==> config.mk <==
export PLATFORM = sky130hd
export DESIGN_NAME = unicode_tag_run_detector
export DESIGN_NICKNAME = d
export VERILOG_FILES = /design/src/sv/tagrd_pkg.sv /design/src/sv/tagrd_core.sv /design/src/sv/tagrd_seq.sv /design/src/sv/unicode_tag_run_detector.sv
export SDC_FILE = /design/constraint.sdc
export NUM_CORES = 1
export LEC_CHECK = 0
export ABC_CLOCK_PERIOD_IN_PS = 6000
export BUFFER_PORTS_ARGS = -buffer_cell sky130_fd_sc_hd__buf_2
export CORE_ASPECT_RATIO = 1.5
export CORE_UTILIZATION = 40
export DETAILED_ROUTE_END_ITERATION = 6
export SKIP_CTS_REPAIR_TIMING = 1
export SLEW_MARGIN = 10
export SYNTH_ARGS = -nofsm -noshare
export SYNTH_HDL_FRONTEND = slang
export SYNTH_SLANG_ARGS = --single-unit
==> constraint.sdc <==
create_clock -name clk -period 6 [get_ports clk]
set_input_delay 1.2 -clock clk [delete_from_list [all_inputs] [get_ports clk]]
set_output_delay 1.2 -clock clk [all_outputs]
set_load 0.01 [all_outputs]
==> src/sv/tagrd_pkg.sv <==
// Shared types, constants and helper functions of the tag run detector.
package tagrd_pkg;

    localparam int COUNT_BITS = 32;

    localparam logic [20:0] TAG_FIRST  = 21'h0E0000;
    localparam logic [20:0] TAG_LAST   = 21'h0E007F;
    localparam logic [20:0] CANCEL_TAG = 21'h0E007F;
    localparam logic [20:0] BLACK_FLAG = 21'h01F3F4;
    localparam logic [6:0]  PRINT_LOW  = 7'h20;
    localparam logic [6:0]  PRINT_HIGH = 7'h7E;

    localparam logic [1:0] KIND_FINDING = 2'd0;
    localparam logic [1:0] KIND_RUN     = 2'd1;
    localparam logic [1:0] KIND_TOTALS  = 2'd2;

    localparam int RES_SLOTS = 3;

    typedef logic [COUNT_BITS-1:0] count_t;

    typedef struct packed {
        logic [20:0] code_point;
        logic [31:0] byte_offset;
        logic        end_of_stream;
    } item_t;

    typedef struct packed {
        logic [1:0]  kind;
        logic [20:0] tag_code;
        logic [31:0] where_at;
        logic [6:0]  mirrored_ascii;
        logic [31:0] run_length;
        logic        is_flag;
        logic [31:0] total_tags;
        logic [31:0] total_flag;
        logic [31:0] total_hidden;
    } result_t;

    function automatic count_t sat_add(input count_t a, input count_t b);
        logic [COUNT_BITS:0] sum;
        begin
            sum = {1'b0, a} + {1'b0, b};
            sat_add = sum[COUNT_BITS] ? {COUNT_BITS{1'b1}} : sum[COUNT_BITS-1:0];
        end
    endfunction

    function automatic logic [31:0] clamp32(input count_t v);
        logic [63:0] w;
        begin
            w = 64'(v);
            clamp32 = (w > 64'hFFFF_FFFF) ? 32'hFFFF_FFFF : w[31:0];
        end
    endfunction

endpackage

==> src/sv/tagrd_core.sv <==
// Detector state and the combinational result list of the held codepoint.
module tagrd_core
(
    input  logic                    clk,
    input  logic                    rst_n,
    input  tagrd_pkg::item_t        item,
    input  logic                    consume,
    output tagrd_pkg::result_t      results [tagrd_pkg::RES_SLOTS],
    output logic [2:0]              present
);

    logic              run_open_reg, run_open_next;
    logic              prev_black_reg, prev_black_next;
    logic              after_flag_reg, after_flag_next;
    logic              last_cancel_reg, last_cancel_next;
    logic [31:0]       run_start_reg, run_start_next;
    tagrd_pkg::count_t run_count_reg, run_count_next;
    tagrd_pkg::count_t tags_reg, tags_next;
    tagrd_pkg::count_t flag_reg, flag_next;
    tagrd_pkg::count_t hidden_reg, hidden_next;

    logic              is_tag;
    logic              close_run;
    logic [31:0]       start1;
    tagrd_pkg::count_t count1;
    tagrd_pkg::count_t tags1;
    logic              after1;
    logic              cancel1;
    logic [31:0]       rec_start;
    tagrd_pkg::count_t rec_count;
    logic              rec_flag;
    tagrd_pkg::count_t flag2;
    tagrd_pkg::count_t hidden2;
    logic [6:0]        mirror;

    always_comb
    begin
        is_tag  = (item.code_point >= tagrd_pkg::TAG_FIRST) &&
                  (item.code_point <= tagrd_pkg::TAG_LAST);
        start1  = run_open_reg ? run_start_reg : item.byte_offset;
        count1  = tagrd_pkg::sat_add(run_open_reg ? run_count_reg : '0,
                                     tagrd_pkg::count_t'(1));
        tags1   = is_tag ? tagrd_pkg::sat_add(tags_reg, tagrd_pkg::count_t'(1)) : tags_reg;
        after1  = run_open_reg ? after_flag_reg : prev_black_reg;
        cancel1 = item.code_point == tagrd_pkg::CANCEL_TAG;

        close_run = is_tag ? item.end_of_stream : run_open_reg;
        rec_start = is_tag ? start1 : run_start_reg;
        rec_count = is_tag ? count1 : run_count_reg;
        rec_flag  = is_tag ? (after1 && cancel1) : (after_flag_reg && last_cancel_reg);

        flag2   = (close_run && rec_flag) ? tagrd_pkg::sat_add(flag_reg, rec_count) : flag_reg;
        hidden2 = (close_run && !rec_flag) ?
                  tagrd_pkg::sat_add(hidden_reg, rec_count) : hidden_reg;

        mirror = item.code_point[6:0];
        if ((mirror < tagrd_pkg::PRINT_LOW) || (mirror > tagrd_pkg::PRINT_HIGH))
        begin
            mirror = '0;
        end

        present = {item.end_of_stream, close_run, is_tag};

        results[0]                = '0;
        results[0].kind           = tagrd_pkg::KIND_FINDING;
        results[0].tag_code       = item.code_point;
        results[0].where_at       = item.byte_offset;
        results[0].mirrored_ascii = mirror;

        results[1]            = '0;
        results[1].kind       = tagrd_pkg::KIND_RUN;
        results[1].where_at   = rec_start;
        results[1].run_length = tagrd_pkg::clamp32(rec_count);
        results[1].is_flag    = rec_flag;

        results[2]              = '0;
        results[2].kind         = tagrd_pkg::KIND_TOTALS;
        results[2].total_tags   = tagrd_pkg::clamp32(tags1);
        results[2].total_flag   = tagrd_pkg::clamp32(flag2);
        results[2].total_hidden = tagrd_pkg::clamp32(hidden2);
    end

    always_comb
    begin
        run_open_next    = run_open_reg;
        prev_black_next  = prev_black_reg;
        after_flag_next  = after_flag_reg;
        last_cancel_next = last_cancel_reg;
        run_start_next   = run_start_reg;
        run_count_next   = run_count_reg;
        tags_next        = tags_reg;
        flag_next        = flag_reg;
        hidden_next      = hidden_reg;
        if (consume)
        begin
            if (item.end_of_stream)
            begin
                run_open_next    = 1'b0;
                prev_black_next  = 1'b0;
                after_flag_next  = 1'b0;
                last_cancel_next = 1'b0;
                run_start_next   = '0;
                run_count_next   = '0;
                tags_next        = '0;
                flag_next        = '0;
                hidden_next      = '0;
            end
            else
            begin
                prev_black_next = item.code_point == tagrd_pkg::BLACK_FLAG;
                tags_next       = tags1;
                flag_next       = flag2;
                hidden_next     = hidden2;
                if (is_tag)
                begin
                    run_open_next    = 1'b1;
                    after_flag_next  = after1;
                    last_cancel_next = cancel1;
                    run_start_next   = start1;
                    run_count_next   = count1;
                end
                else
                begin
                    run_open_next    = 1'b0;
                    after_flag_next  = 1'b0;
                    last_cancel_next = 1'b0;
                    run_start_next   = '0;
                    run_count_next   = '0;
                end
            end
        end
    end

    always_ff @(posedge clk or negedge rst_n)
    begin
        if (!rst_n)
        begin
            run_open_reg    <= 1'b0;
            prev_black_reg  <= 1'b0;
            after_flag_reg  <= 1'b0;
            last_cancel_reg <= 1'b0;
            run_start_reg   <= '0;
            run_count_reg   <= '0;
            tags_reg        <= '0;
            flag_reg        <= '0;
            hidden_reg      <= '0;
        end
        else
        begin
            run_open_reg    <= run_open_next;
            prev_black_reg  <= prev_black_next;
            after_flag_reg  <= after_flag_next;
            last_cancel_reg <= last_cancel_next;
            run_start_reg   <= run_start_next;
            run_count_reg   <= run_count_next;
            tags_reg        <= tags_next;
            flag_reg        <= flag_next;
            hidden_reg      <= hidden_next;
        end
    end

endmodule

==> src/sv/tagrd_seq.sv <==
// Steps through the present results of the held codepoint into the output register.
module tagrd_seq
(
    input  logic                    clk,
    input  logic                    rst_n,
    input  logic                    item_valid,
    input  tagrd_pkg::result_t      results [tagrd_pkg::RES_SLOTS],
    input  logic [2:0]              present,
    output logic                    consume,
    output logic                    m_tvalid,
    input  logic                    m_tready,
    output tagrd_pkg::result_t      m_result,
    output logic                    m_last
);

    logic [1:0]         pos_reg, pos_next;
    logic               out_valid_reg, out_valid_next;
    tagrd_pkg::result_t out_reg;
    logic               last_reg;

    logic [2:0] window;
    logic [2:0] avail;
    logic [1:0] idx;
    logic [2:0] pick;
    logic       is_last;
    logic       load_ok;
    logic       load;

    always_comb
    begin
        unique case (pos_reg)
            2'd0:    window = 3'b111;
            2'd1:    window = 3'b110;
            2'd2:    window = 3'b100;
            default: window = 3'b000;
        endcase
        avail = present & window;
        priority if (avail[0])
        begin
            idx  = 2'd0;
            pick = 3'b001;
        end
        else if (avail[1])
        begin
            idx  = 2'd1;
            pick = 3'b010;
        end
        else
        begin
            idx  = 2'd2;
            pick = 3'b100;
        end
        is_last = (avail & ~pick) == 3'b000;
        load_ok = !out_valid_reg || m_tready;
        load    = item_valid && load_ok && (avail != 3'b000);
        consume = item_valid && ((avail == 3'b000) || (load && is_last));

        pos_next = pos_reg;
        if (consume)
        begin
            pos_next = 2'd0;
        end
        else if (load)
        begin
            pos_next = idx + 2'd1;
        end

        out_valid_next = load ? 1'b1 : (m_tready ? 1'b0 : out_valid_reg);
    end

    always_ff @(posedge clk or negedge rst_n)
    begin
        if (!rst_n)
        begin
            pos_reg       <= 2'd0;
            out_valid_reg <= 1'b0;
        end
        else
        begin
            pos_reg       <= pos_next;
            out_valid_reg <= out_valid_next;
        end
    end

    always_ff @(posedge clk)
    begin
        if (load)
        begin
            out_reg  <= results[idx];
            last_reg <= is_last;
        end
    end

    assign m_tvalid = out_valid_reg;
    assign m_result = out_reg;
    assign m_last   = last_reg;

endmodule

==> src/sv/unicode_tag_run_detector.sv <==
// Top level of the tag run detector: input register, detector core and output sequencer.
//
// Slave stream: one decoded codepoint per beat; s_tdata carries code_point and byte_offset,
// s_tlast marks the final codepoint of the text.
// Master stream: one result per beat; m_tuser carries the kind (finding, run record,
// totals), m_tdata the result fields, m_tlast marks the last result of one codepoint.
// Each codepoint gives zero to three results: a finding for a tag character, a run record
// when a run of tags closes, and the totals at the end of the text.
// The first result of a codepoint passes through the input register and the output register.
// Throughput: one codepoint per cycle while each gives at most one result and m_tready is high;
// one with more results holds the input register while the single output register takes each.
// Reset clears the run state, the counters and both valid flags; no beat is pending after it.
// The end of a text clears all state as well.
// When m_tready is low the output register holds its beat; the input register then fills
// and s_tready drops until the receiver takes the result.
module unicode_tag_run_detector
(
    input  logic         clk,
    input  logic         rst_n,
    input  logic         s_tvalid,
    output logic         s_tready,
    input  logic [55:0]  s_tdata,   // code_point[20:0], byte_offset[52:21], zero fill
    input  logic         s_tlast,
    output logic         m_tvalid,
    input  logic         m_tready,
    output logic [191:0] m_tdata,   // tag_code, where_at, mirrored_ascii, run_length, is_flag,
                                    // total_tags, total_flag, total_hidden, zero fill
    output logic [1:0]   m_tuser,   // kind
    output logic         m_tlast
);

    logic               in_valid_reg, in_valid_next;
    tagrd_pkg::item_t   item_reg;
    logic               consume;
    logic               accept;
    tagrd_pkg::result_t results [tagrd_pkg::RES_SLOTS];
    logic [2:0]         present;
    tagrd_pkg::result_t m_result;

    assign s_tready      = !in_valid_reg || consume;
    assign accept        = s_tvalid && s_tready;
    assign in_valid_next = accept || (in_valid_reg && !consume);

    always_ff @(posedge clk or negedge rst_n)
    begin
        if (!rst_n)
        begin
            in_valid_reg <= 1'b0;
        end
        else
        begin
            in_valid_reg <= in_valid_next;
        end
    end

    always_ff @(posedge clk)
    begin
        if (accept)
        begin
            item_reg.code_point    <= s_tdata[20:0];
            item_reg.byte_offset   <= s_tdata[52:21];
            item_reg.end_of_stream <= s_tlast;
        end
    end

    tagrd_core u_core
    (
        .clk     (clk),
        .rst_n   (rst_n),
        .item    (item_reg),
        .consume (consume),
        .results (results),
        .present (present)
    );

    tagrd_seq u_seq
    (
        .clk        (clk),
        .rst_n      (rst_n),
        .item_valid (in_valid_reg),
        .results    (results),
        .present    (present),
        .consume    (consume),
        .m_tvalid   (m_tvalid),
        .m_tready   (m_tready),
        .m_result   (m_result),
        .m_last     (m_tlast)
    );

    assign m_tuser = m_result.kind;
    assign m_tdata = {3'b000,
                      m_result.total_hidden,
                      m_result.total_flag,
                      m_result.total_tags,
                      m_result.is_flag,
                      m_result.run_length,
                      m_result.mirrored_ascii,
                      m_result.where_at,
                      m_result.tag_code};

endmodule
Word-level counts from Yosys, hierarchy flattened
Index checks and enable logic that the tools add are counted.

Register bits: 414. Logic and storage cells: 110. Input bits: 61. Output and inout port bits: 197.

Add/subtract/negate cells: 5. Multiplexer cells: 41. Reduce and logical (&&, ||, !) cells: 26. Order comparisons: 5. Equality and inequality tests: 4. Bitwise logic cells: 4.

Operator list (count): $mux 32 (18); $bmux 191 s2 (1); $mux 191 (2); $add 32x1->33 const B (2); $add 32x32->33 (2); $eq 21x17->1 const B (1); $eq 21x20->1 const B (1); $ge 21x20->1 const B (1); $le 21x20->1 const B (1); $mux 1 (12); $logic_and 1x1->1 (11); $pmux 3 s3 (1); $mux 2 (4); $gt 7x7->1 const B (1); $lt 7x6->1 const B (1); $mux 7 (1); $and 3x3->3 (2); $logic_not 3->1 (2); $mux 3 (2); $logic_or 1x1->1 (5); $logic_not 1->1 (4); $reduce_bool 2->1 (2); $ge 3x3->1 const B (1); $not 2->3 (1); other kinds (6) (6).

Depth between registers and ports, before layout
Gate-level depths: netlist (run 1).

Depth in word-level cells: 15. Depth in mapped cells: 25. Depth with buffers taken out: 20.

Cells and area by module
A second synthesis (run 1) with hierarchy kept.

Cell total of the unflattened synthesis: 2894. Area total of the unflattened synthesis: 28282.1 um^2.

Modules (own cells, without submodules): tagrd_core (cells each 1977, area an instance 16336.9 um^2, instances 1, seq. area each 4103.9 um^2); tagrd_seq (cells each 855, area an instance 10243.6 um^2, instances 1, seq. area each 5840.6 um^2); unicode_tag_run_detector (cells each 62, area an instance 1701.6 um^2, instances 1, seq. area each 1646.6 um^2).

Least setup slack after synthesis (run 1)
OpenSTA, ideal clock, no wires.

Kind: reg-to-reg. Start point: register item_reg[45] (netlist name). End point: register u_seq.pos_reg[1]. Library setup time: 90 ps. Cell stages (with the launch flop): 10. Path slack: -198 ps. Arrival: 6108 ps. Required time: 5910 ps. Buffers on the path: 1. Clock period less this slack: 6198 ps. Path through: edfxtp_1 > nor4_1 > and4_1 > buf_2 > o21ai_0 > a21oi_2 > o211ai_1 > inv_1 > o21ai_0 > a21oi_1.

Elaborated cells between the ends (all ways): 22. Classes of those cells: add/sub: 1; order compare: 2; mux: 7; bitwise: 3; reduce/logical: 9.

RTL lines: from (decl) (line unicode_tag_run_detector.sv:33) `tagrd_pkg::item_t item_reg;`; $ge 21x20->1 / $le 21x20->1 (equally long branches) (line tagrd_core.sv:38, tagrd_core.sv:39); $logic_and 1x1->1 (*) (line tagrd_core.sv:38) `is_tag = (item.code_point >= tagrd_pkg::TAG_FIRST) &&`; $mux 1 (line tagrd_core.sv:47) `close_run = is_tag ? item.end_of_stream : run_open_reg;`; $and 3x3->3 (*) (line tagrd_seq.sv:37) `avail = present & window;`; $reduce_bool 3->1 (*) (line tagrd_seq.sv:55) `load = item_valid && load_ok && (avail != 3'b000);`; $logic_and 1x1->1 (*) (line tagrd_seq.sv:55); via u_seq.load (line tagrd_seq.sv:27) `logic load;`; $logic_and 1x1->1 (line tagrd_seq.sv:56) `consume = item_valid && ((avail == 3'b000) || (load && is_last));`; $logic_or 1x1->1 (line tagrd_seq.sv:56); $logic_and 1x1->1 (line tagrd_seq.sv:56); $mux 2 / $reduce_bool 2->1 (equally long branches); to (signal assigned) (line tagrd_seq.sv:80) `pos_reg <= pos_next;`; to (decl) (line tagrd_seq.sv:16) `logic [1:0] pos_reg, pos_next;`.

The timed path passes the listed nets; every way through them passes the cells marked *. The select of a mux whose other input is x is not followed. A chain may end at the register's enable or synchronous reset.

Worst setup path after layout (run 1)
Start point: register u_core.run_count_reg[1]. End point: register u_core.flag_reg[26].

Longest elaborated chain between the ends: 8.

RTL lines: from (decl) (line tagrd_core.sv:17) `tagrd_pkg::count_t run_count_reg, run_count_next;`; from (signal assigned) (line tagrd_core.sv:155) `run_count_reg <= run_count_next;`; $mux 32 (line tagrd_core.sv:41) `count1 = tagrd_pkg::sat_add(run_open_reg ? run_count_reg : '0,`; $add 32x1->33 (line tagrd_pkg.sv:42) `sum = {1'b0, a} + {1'b0, b};`; $mux 32 (line tagrd_pkg.sv:43) `sat_add = sum[COUNT_BITS] ? {COUNT_BITS{1'b1}} : sum[COUNT_BITS-1:0];`; $mux 32 (*) (line tagrd_core.sv:49) `rec_count = is_tag ? count1 : run_count_reg;`; $add 32x32->33 (*) (line tagrd_pkg.sv:42); $mux 32 (*) (line tagrd_pkg.sv:43); $mux 32 (*) (line tagrd_core.sv:52) `flag2 = (close_run && rec_flag) ? tagrd_pkg::sat_add(flag_reg, rec_count) : flag_reg;`; $mux 32 (*) (line tagrd_core.sv:96) `if (item.end_of_stream)`; to (signal assigned) (line tagrd_core.sv:157) `flag_reg <= flag_next;`; to (decl) (line tagrd_core.sv:19) `tagrd_pkg::count_t flag_reg, flag_next;`.

Mark *: on every way between the ends. The rest lies on a longest branch, timed or not.

==> results.txt, run 1 <==
----------------------------------------------------
[Pwr]
  Part of the total power dissipated in combinational logic ... 5.2%
  Fraction of power spent switching nets ... 23.4%
  Leakage power total ... 10.7 nW
  Internal power summed over all cells ... 4.69 mW
  Sequential group share of total power ... 51.7%
  Switching power ... 1.44 mW
  Worst IR Drop VDD ... 0.256 mV
  Clock power frac ... 43.1%
  Overall Power ... 6.13 mW
  PD cells ... 242 nW/µm²

[Synthesis]
  Area leader, netlist ... sky130_fd_sc_hd__edfxtp_1
  Warnings, synthesis ... 0
  Cell Area, Synth ... 21,700 µm²
  Gate Count Post-Synth ... 2,000
  Async set or reset register ratio after synthesis ... 40.6%
  Ranking of synthesized cells by instance count ... 246 x sky130_fd_sc_hd__edfxtp_1, 225 x sky130_fd_sc_hd__a21oi_1, 168 x sky130_fd_sc_hd__dfrtp_1
  Portion of the post-synthesis area used by sequential elements ... 53.4%
  Count of distinct cell types in the synthesized netlist ... 88
  Post-synthesis sequential element count ... 414
  Top_reg_cell synth ... sky130_fd_sc_hd__edfxtp_1
  EDFF count, synth ... 246
  Most frequent cell after synthesis ... sky130_fd_sc_hd__edfxtp_1
  Proportion of netlist area held by the largest area contributor ... 34.0%
  Syn_area_per_cell ... 10.9 µm²
  Cell types occupying the most area after synthesis ... sky130_fd_sc_hd__edfxtp_1 34%, sky130_fd_sc_hd__dfrtp_1 19%, sky130_fd_sc_hd__a21oi_1 5.2%

[Timing]
  Max frequency ... 0.178 GHz
  Final-report setup violation count ... 0
  Number of hold-slack violations in the final timing report ... 0
  Count of final max-slew check failures ... 0
  Max Clock Skew ... 0.0301 ns
  Final worst path period share ... 93.8%
  RSZ-0062 raised after global routing ... no
  Worst slew slack as a fraction of its limit ... 33.8%
  Measured slew at the worst slew-check pin ... 0.985 ns
  Min Tclk post-route ... 5.63 ns
  Total Negative Setup Slacks ... 0 ns

[Routing]
  Drt via density ... 5.85
  Routed WL ... 63.4 mm
  Antenna-violating nets left ... 0
  Routed WL per cell ... 21.3 µm
  First-pass iteration count of the detailed router ... 5
  Vias ... 17,400
  Remaining DRCs ... 0
  Iteration-0 DRC Markers ... 1,189

[Outcome]
  Result of the run ... finished, final reports clean

[Clocking]
  Clock insertion delay at the later pin of the skew report ... 0.59 ns
  Cell chosen for the clock root ... sky130_fd_sc_hd__clkbuf_16
  Num CTS Buffers ... 42
  Clock transition time at the flip-flop clock pins of the worst setup and hold paths ... 0.06 ns
  Max clock buf depth ... 3
  H-tree levels ... 2
  CTS tree ... done
  CTS sink count ... 414

[Die]
  Total Die Area ... 55,200 µm²
  Die width ... 192 µm
  Effective utilization at floorplan ... 40.5%
  Standard-cell rows ... 104
  Io pins ... 258
  Core Area ... 53,600 µm²
  Die height ... 287 µm

[Global route]
  Grt met1 use ... 26.5%
  Global-route wire length before repair ... 97.8 mm
  Met2 track utilization from global routing ... 40.6%
  Tot GR Track Use ... 22.9%
  Antenna violations before repair ... 0
  Aggregate global routing overflow ... 0
  Via count of the first global-routing pass ... 17,300
  Largest net degree at the start of global routing ... 139
  GRT busiest layer ... met2
  Global-route track usage on met3 ... 4.32%

[Min path]
  Beginning of the worst hold path ... item_reg[10]
  Number of instances on the worst hold path ... 1
  Worst-case hold path end point ... u_core.run_start_reg[9]
  Hold WC Path Type ... reg -> reg

[Cells and area]
  Number of nets in the layout ... 2,381
  Antenna fix cells ... 0
  Final instance area ... 25,400 µm²
  Layout Cells excl Fill ... 2,975
  Filler cell count ... 5,010
  Max FFs per register ... 191
  Layout overhead on the synthesized area ... 16.8%
  Share of final-layout standard cells stronger than drive strength 1 ... 22.0%

[Worst setup path]
  CP Class ... reg -> reg
  Terminus of the critical flop-to-flop path ... u_core.flag_reg[26]
  Endpoint arrival time on the critical path ... 6.05 ns
  Type of origin of the critical path ... flop
  Setup slack on the worst flop-to-flop path ... 0.37 ns
  Largest driver fanout on the critical path ... 20
  Number of cells traversed by the worst register-to-register path ... 21
  Required arrival time at the worst endpoint ... 6.42 ns
  Element type at the critical path end ... flop
  Timing startpoint of the critical path ... u_core.run_count_reg[1]
  Critical R2R Launch ... u_core.run_count_reg[1]

[Placement]
  Number of buffer cells added on primary ports ... 251
  Sum of net half-perimeters after detailed placement ... 43.6 mm
  RePlAce Congestion ... 0.928
  # placed instances ... 2,897
  Area post-placement ... 24,000 µm²

[Flow run]
  Max-capacitance violation count ... 0

----------------------------------------------------
-- cells by family (layout without fill, tap and decap cells) --
family                   after synthesis  in the layout  synth area share [%]
buffers and inverters                178            451                  3.63
multiplexers                           3              3                 0.138
other                                  1             14                0.0173
XOR/XNOR                              76             76                  3.07
AND/OR/NAND/NOR                      519            519                  12.3
flip-flops                           414            414                  53.4
AO/OA/AOI/OAI                        741            741                  23.5
adder cells (fa/ha/maj)               68             68                  3.99
-- worst max-delay path, stage by stage (launching register included) --
cell,delay [ns]
sky130_fd_sc_hd__dfrtp_1,0.44
sky130_fd_sc_hd__and2_1,0.16
sky130_fd_sc_hd__ha_1,0.21
sky130_fd_sc_hd__nand3_2,0.09
sky130_fd_sc_hd__or3_4,0.44
sky130_fd_sc_hd__or4_4,0.51
sky130_fd_sc_hd__nor3_2,0.23
sky130_fd_sc_hd__buf_4,0.22
sky130_fd_sc_hd__nand2_1,0.06
sky130_fd_sc_hd__buf_4,0.22
sky130_fd_sc_hd__nand3_1,0.18
sky130_fd_sc_hd__ha_1,0.30
sky130_fd_sc_hd__a21oi_1,0.23
sky130_fd_sc_hd__nand2_1,0.07
sky130_fd_sc_hd__o21ai_0,0.39
sky130_fd_sc_hd__a21oi_1,0.16
sky130_fd_sc_hd__buf_4,0.17
sky130_fd_sc_hd__a21oi_1,0.22
sky130_fd_sc_hd__buf_4,0.18
sky130_fd_sc_hd__o31ai_4,0.08
sky130_fd_sc_hd__nor2_1,0.74
sky130_fd_sc_hd__a21oi_1,0.17
-- final cells by class --
type	count	area (µm²)	area share, %
multi-input cells	1421	9460	37.3
clock inverters	20	208	0.819
well taps	689	862	3.40
repair buffers	332	1930	7.62
flip-flops and latches	414	11600	45.7
clock buffers	58	1140	4.50
inverters	41	158	0.622
-- per-layer routing --
metal / share of wire [%] / routed length [µm]
met2: 51 / 32400
met3: 6.1 / 3840
met5: 0 / 0
met4: 4.1 / 2610
met1: 39 / 24500
-- power groups by stage --
stage          Combinational, mW  Clock (mW)  Sequential, mW
4_1_cts                    0.326        2.72            3.17
3_3_place_gp               0.321           0            3.22
5_1_grt                    0.349        2.81            3.18
6_report                   0.318        2.64            3.17
3_5_place_dp               0.324           0            3.23
2_1_floorplan              0.115           0            3.27
-- worst max-delay path by stage --
| stage | end | cells after the start |
|---|---|---|
| 6_report | u_core.flag_reg[26] | 21 |
| 5_1_grt | u_core.flag_reg[26] | 21 |
| 4_1_cts | u_core.flag_reg[26] | 21 |
| 3_5_place_dp | u_core.flag_reg[28] | 21 |
| 3_3_place_gp | u_core.flag_reg[29] | 21 |
| 2_1_floorplan | u_seq.m_result[40] | 25 |
-- cells in the final DEF (no fill, tap or decap), types with 8 or more instances in the layout --
master                      count
sky130_fd_sc_hd__buf_2        250
sky130_fd_sc_hd__edfxtp_1     246
sky130_fd_sc_hd__a21oi_1      224
sky130_fd_sc_hd__dfrtp_1      167
sky130_fd_sc_hd__o21ai_0      146
sky130_fd_sc_hd__nand2_1      137
sky130_fd_sc_hd__nor2_1       102
sky130_fd_sc_hd__buf_4         76
sky130_fd_sc_hd__o221a_2       71
sky130_fd_sc_hd__a22o_1        68
sky130_fd_sc_hd__ha_1          66
sky130_fd_sc_hd__nand3_1       62
sky130_fd_sc_hd__and2_1        46
sky130_fd_sc_hd__xnor2_1       43
sky130_fd_sc_hd__nor3_1        42
sky130_fd_sc_hd__clkbuf_16     42
sky130_fd_sc_hd__inv_1         39
sky130_fd_sc_hd__a21o_1        36
sky130_fd_sc_hd__xor2_1        33
sky130_fd_sc_hd__o22a_1        29
sky130_fd_sc_hd__a31oi_1       26
sky130_fd_sc_hd__nand4_1       25
sky130_fd_sc_hd__and3_1        20
sky130_fd_sc_hd__a221o_1       18
sky130_fd_sc_hd__o21a_1        15
sky130_fd_sc_hd__a211oi_1      14
sky130_fd_sc_hd__conb_1        14
sky130_fd_sc_hd__clkbuf_1      13
sky130_fd_sc_hd__o211ai_1      12
sky130_fd_sc_hd__and4_1        11
sky130_fd_sc_hd__nand2b_1      11
sky130_fd_sc_hd__nor4_1         8
sky130_fd_sc_hd__o21bai_1       8
-- per-stage QoR --
| step | hold slack (ns) | worst slack [ns] | util, % |
|---|---|---|---|
| floorplan | 0.469 | 0.304 | - |
| global placement | 0.475 | 0.483 | 44.8 |
| detailed placement | 0.483 | 0.444 | 44.8 |
| CTS | 0.493 | 0.397 | 47.3 |
| global route | 0.508 | 0.142 | 47.3 |
| finish | 0.485 | 0.370 | 47.3 |
Note: power is estimated with default switching activity, not from simulation.
==> run 2: changes to the inputs <==
--- a/config.mk
+++ b/config.mk
@@ -10,6 +10,7 @@
 export CORE_ASPECT_RATIO = 1.5
 export CORE_UTILIZATION = 40
 export DETAILED_ROUTE_END_ITERATION = 6
+export PLACE_DENSITY = 0.66
 export SKIP_CTS_REPAIR_TIMING = 1
 export SLEW_MARGIN = 10
 export SYNTH_ARGS = -nofsm -noshare
==> results.txt, run 2 (synthesis results as in run 1) <==
----------------------------------------------------
[Timing]
  Number of hold-slack violations in the final timing report ... 0 (unchanged)
  Min Tclk post-route ... 5.68 ns (+0.0510 ns)
  Final worst path period share ... 94.7% (+0.85 points)
  Measured slew at the worst slew-check pin ... 1.07 ns (+0.0896 ns)
  Count of final max-slew check failures ... 0 (unchanged)
  Post-route worst setup slack ... 0.319 ns (-0.0510 ns)
  Max Clock Skew ... 0.0162 ns (-0.0140 ns)
  Total Negative Setup Slacks ... 0 ns (unchanged)
  RSZ-0062 raised after global routing ... no
  Max frequency ... 0.176 GHz (-0.90%)
  Final-report setup violation count ... 0 (unchanged)
  Worst slew slack as a fraction of its limit ... 28.3% (-5.6 points)

[Die]
  Die height ... 287 µm (unchanged)
  Die width ... 192 µm (unchanged)
  Core Area ... 53,600 µm² (unchanged)
  Effective utilization at floorplan ... 40.5% (unchanged)
  Standard-cell rows ... 104 (unchanged)
  Io pins ... 258 (unchanged)
  Total Die Area ... 55,200 µm² (unchanged)

[Routing]
  Drt via density ... 5.84 (-0.13%)
  Vias ... 17,300 (-0.30%)
  Routed WL ... 62.3 mm (-1.6%)
  Routed WL per cell ... 21.0 µm (-1.4%)
  Antenna-violating nets left ... 0 (unchanged)
  First-pass iteration count of the detailed router ... 5 (unchanged)
  Remaining DRCs ... 0 (unchanged)
  Iteration-0 DRC Markers ... 1,112 (-6.5%)

[Outcome]
  Result of the run ... finished, final reports clean

[Global route]
  Via count of the first global-routing pass ... 17,300 (-0.040%)
  Global-route wire length before repair ... 96.1 mm (-1.7%)
  Tot GR Track Use ... 22.4% (-0.45 points)
  Aggregate global routing overflow ... 0 (unchanged)
  Antenna violations before repair ... 1 (+1)
  Largest net degree at the start of global routing ... 138 (-0.72%)

[Worst setup path]
  CP Class ... reg -> reg
  Type of origin of the critical path ... flop
  Element type at the critical path end ... flop
  Largest driver fanout on the critical path ... 20 (unchanged)
  Endpoint arrival time on the critical path ... 6.10 ns (+0.05 ns)
  Required arrival time at the worst endpoint ... 6.42 ns (about the same)

[Clocking]
  Max clock buf depth ... 3 (unchanged)
  Num CTS Buffers ... 42 (unchanged)
  Clock transition time at the flip-flop clock pins of the worst setup and hold paths ... 0.06 ns (about the same)
  Clock insertion delay at the later pin of the skew report ... 0.59 ns (about the same)
  CTS tree ... done
  Cell chosen for the clock root ... sky130_fd_sc_hd__clkbuf_16
  CTS sink count ... 414 (unchanged)
  H-tree levels ... 2 (unchanged)

[Cells and area]
  Filler cell count ... 4,974 (-0.72%)
  Layout overhead on the synthesized area ... 16.8% (about the same)
  Number of nets in the layout ... 2,376 (-0.21%)
  Antenna fix cells ... 0 (unchanged)
  Most frequent standard cell in the layout excluding fill and tap cells ... sky130_fd_sc_hd__buf_2
  Final instance area ... 25,400 µm² (about the same)
  Max FFs per register ... 191 (unchanged)
  Share of final-layout standard cells stronger than drive strength 1 ... 22.4% (+0.44 points)
  Most used cells in the layout excluding fill and tap cells ... 250 x sky130_fd_sc_hd__buf_2, 246 x sky130_fd_sc_hd__edfxtp_1, 224 x sky130_fd_sc_hd__a21oi_1

[Placement]
  Area post-placement ... 23,900 µm² (-0.25%)
  Placement-stage worst setup slack ... 0.341 ns (-0.103 ns)
  RePlAce Congestion ... 0.931 (+0.30%)
  Number of buffer cells added on primary ports ... 251 (unchanged)
  Sum of net half-perimeters after detailed placement ... 43.7 mm (+0.23%)

[Pwr]
  Worst IR Drop VDD ... 0.268 mV (+4.7%)
  Leakage power total ... 10.7 nW (about the same)
  PD cells ... 243 nW/µm² (+0.60%)
  Overall Power ... 6.17 mW (+0.65%)

[Min path]
  Hold WC Path Type ... reg -> reg

[Flow run]
  Max-capacitance violation count ... 0 (unchanged)

----------------------------------------------------
## run 2: power by group
part	internal, mW	switching, mW
logic	0.0887	0.229
registers	3.13	0.0386
clock network	1.48	1.20
total	4.70	1.47
## run 2: critical path: stages, from the launching register on
cell                      delay, ns
sky130_fd_sc_hd__dfrtp_1       0.43
sky130_fd_sc_hd__and2_1        0.16
sky130_fd_sc_hd__ha_1          0.25
sky130_fd_sc_hd__nand3_2       0.10
sky130_fd_sc_hd__or3_4         0.44
sky130_fd_sc_hd__or4_4         0.51
sky130_fd_sc_hd__nor3_2        0.18
sky130_fd_sc_hd__buf_4         0.19
sky130_fd_sc_hd__nand2_1       0.06
sky130_fd_sc_hd__buf_4         0.23
sky130_fd_sc_hd__nand3_1       0.19
sky130_fd_sc_hd__ha_1          0.30
sky130_fd_sc_hd__a21oi_1       0.24
sky130_fd_sc_hd__nand2_1       0.06
sky130_fd_sc_hd__o21ai_0       0.42
sky130_fd_sc_hd__a21oi_1       0.14
sky130_fd_sc_hd__buf_4         0.18
sky130_fd_sc_hd__a21oi_1       0.19
sky130_fd_sc_hd__buf_4         0.19
sky130_fd_sc_hd__o31ai_4       0.10
sky130_fd_sc_hd__nor2_1        0.76
sky130_fd_sc_hd__a21oi_1       0.18
## run 2: final timing paths
| path | start | cells past startpoint | slack, ns | endpoint |
|---|---|---|---|---|
| setup / recovery | u_core.run_count_reg[1] | 21 | 0.32 | u_core.flag_reg[28] |
| hold / removal | item_reg[30] | 1 | 0.49 | u_core.run_start_reg[29] |
| setup reg to reg | u_core.run_count_reg[1] | 21 | 0.32 | u_core.flag_reg[28] |
| hold reg to reg | item_reg[30] | 1 | 0.49 | u_core.run_start_reg[29] |
| max in group asynchronous | rst_n | 2 | 4.21 | u_core.run_open_reg |
| min in group asynchronous | rst_n | 1 | 0.70 | u_core.flag_reg[0] |
## run 2: per-stage QoR
step | std cells | hold WS (ns) | util [%]
6_report | 2970 | 0.487 | 47.3
5_1_grt | 2970 | 0.510 | 47.3
4_1_cts | 2967 | 0.489 | 47.3
3_5_place_dp | 2889 | 0.482 | 44.7
3_3_place_gp | 2889 | 0.474 | 44.7
2_1_floorplan | 2013 | 0.469 | -
## run 2: area by class of cell
cell class	count	area [µm²]	share of cell area, %
flip-flops and latches	414	11600	45.7
repair buffers	327	1900	7.47
clock inverters	30	287	1.13
well taps	689	862	3.40
clock buffers	48	1100	4.35
multi-input cells	1421	9470	37.3
inverters	41	161	0.636
## run 2: per-layer routing
layer	global-route usage [%]	vias to the layer above	routed length, µm
met4	9.61	2	2600
met5	0	-	13
met1	25.9	8485	24000
met3	3.85	124	3630
met2	40.2	577	32000
li1	-	8158	-
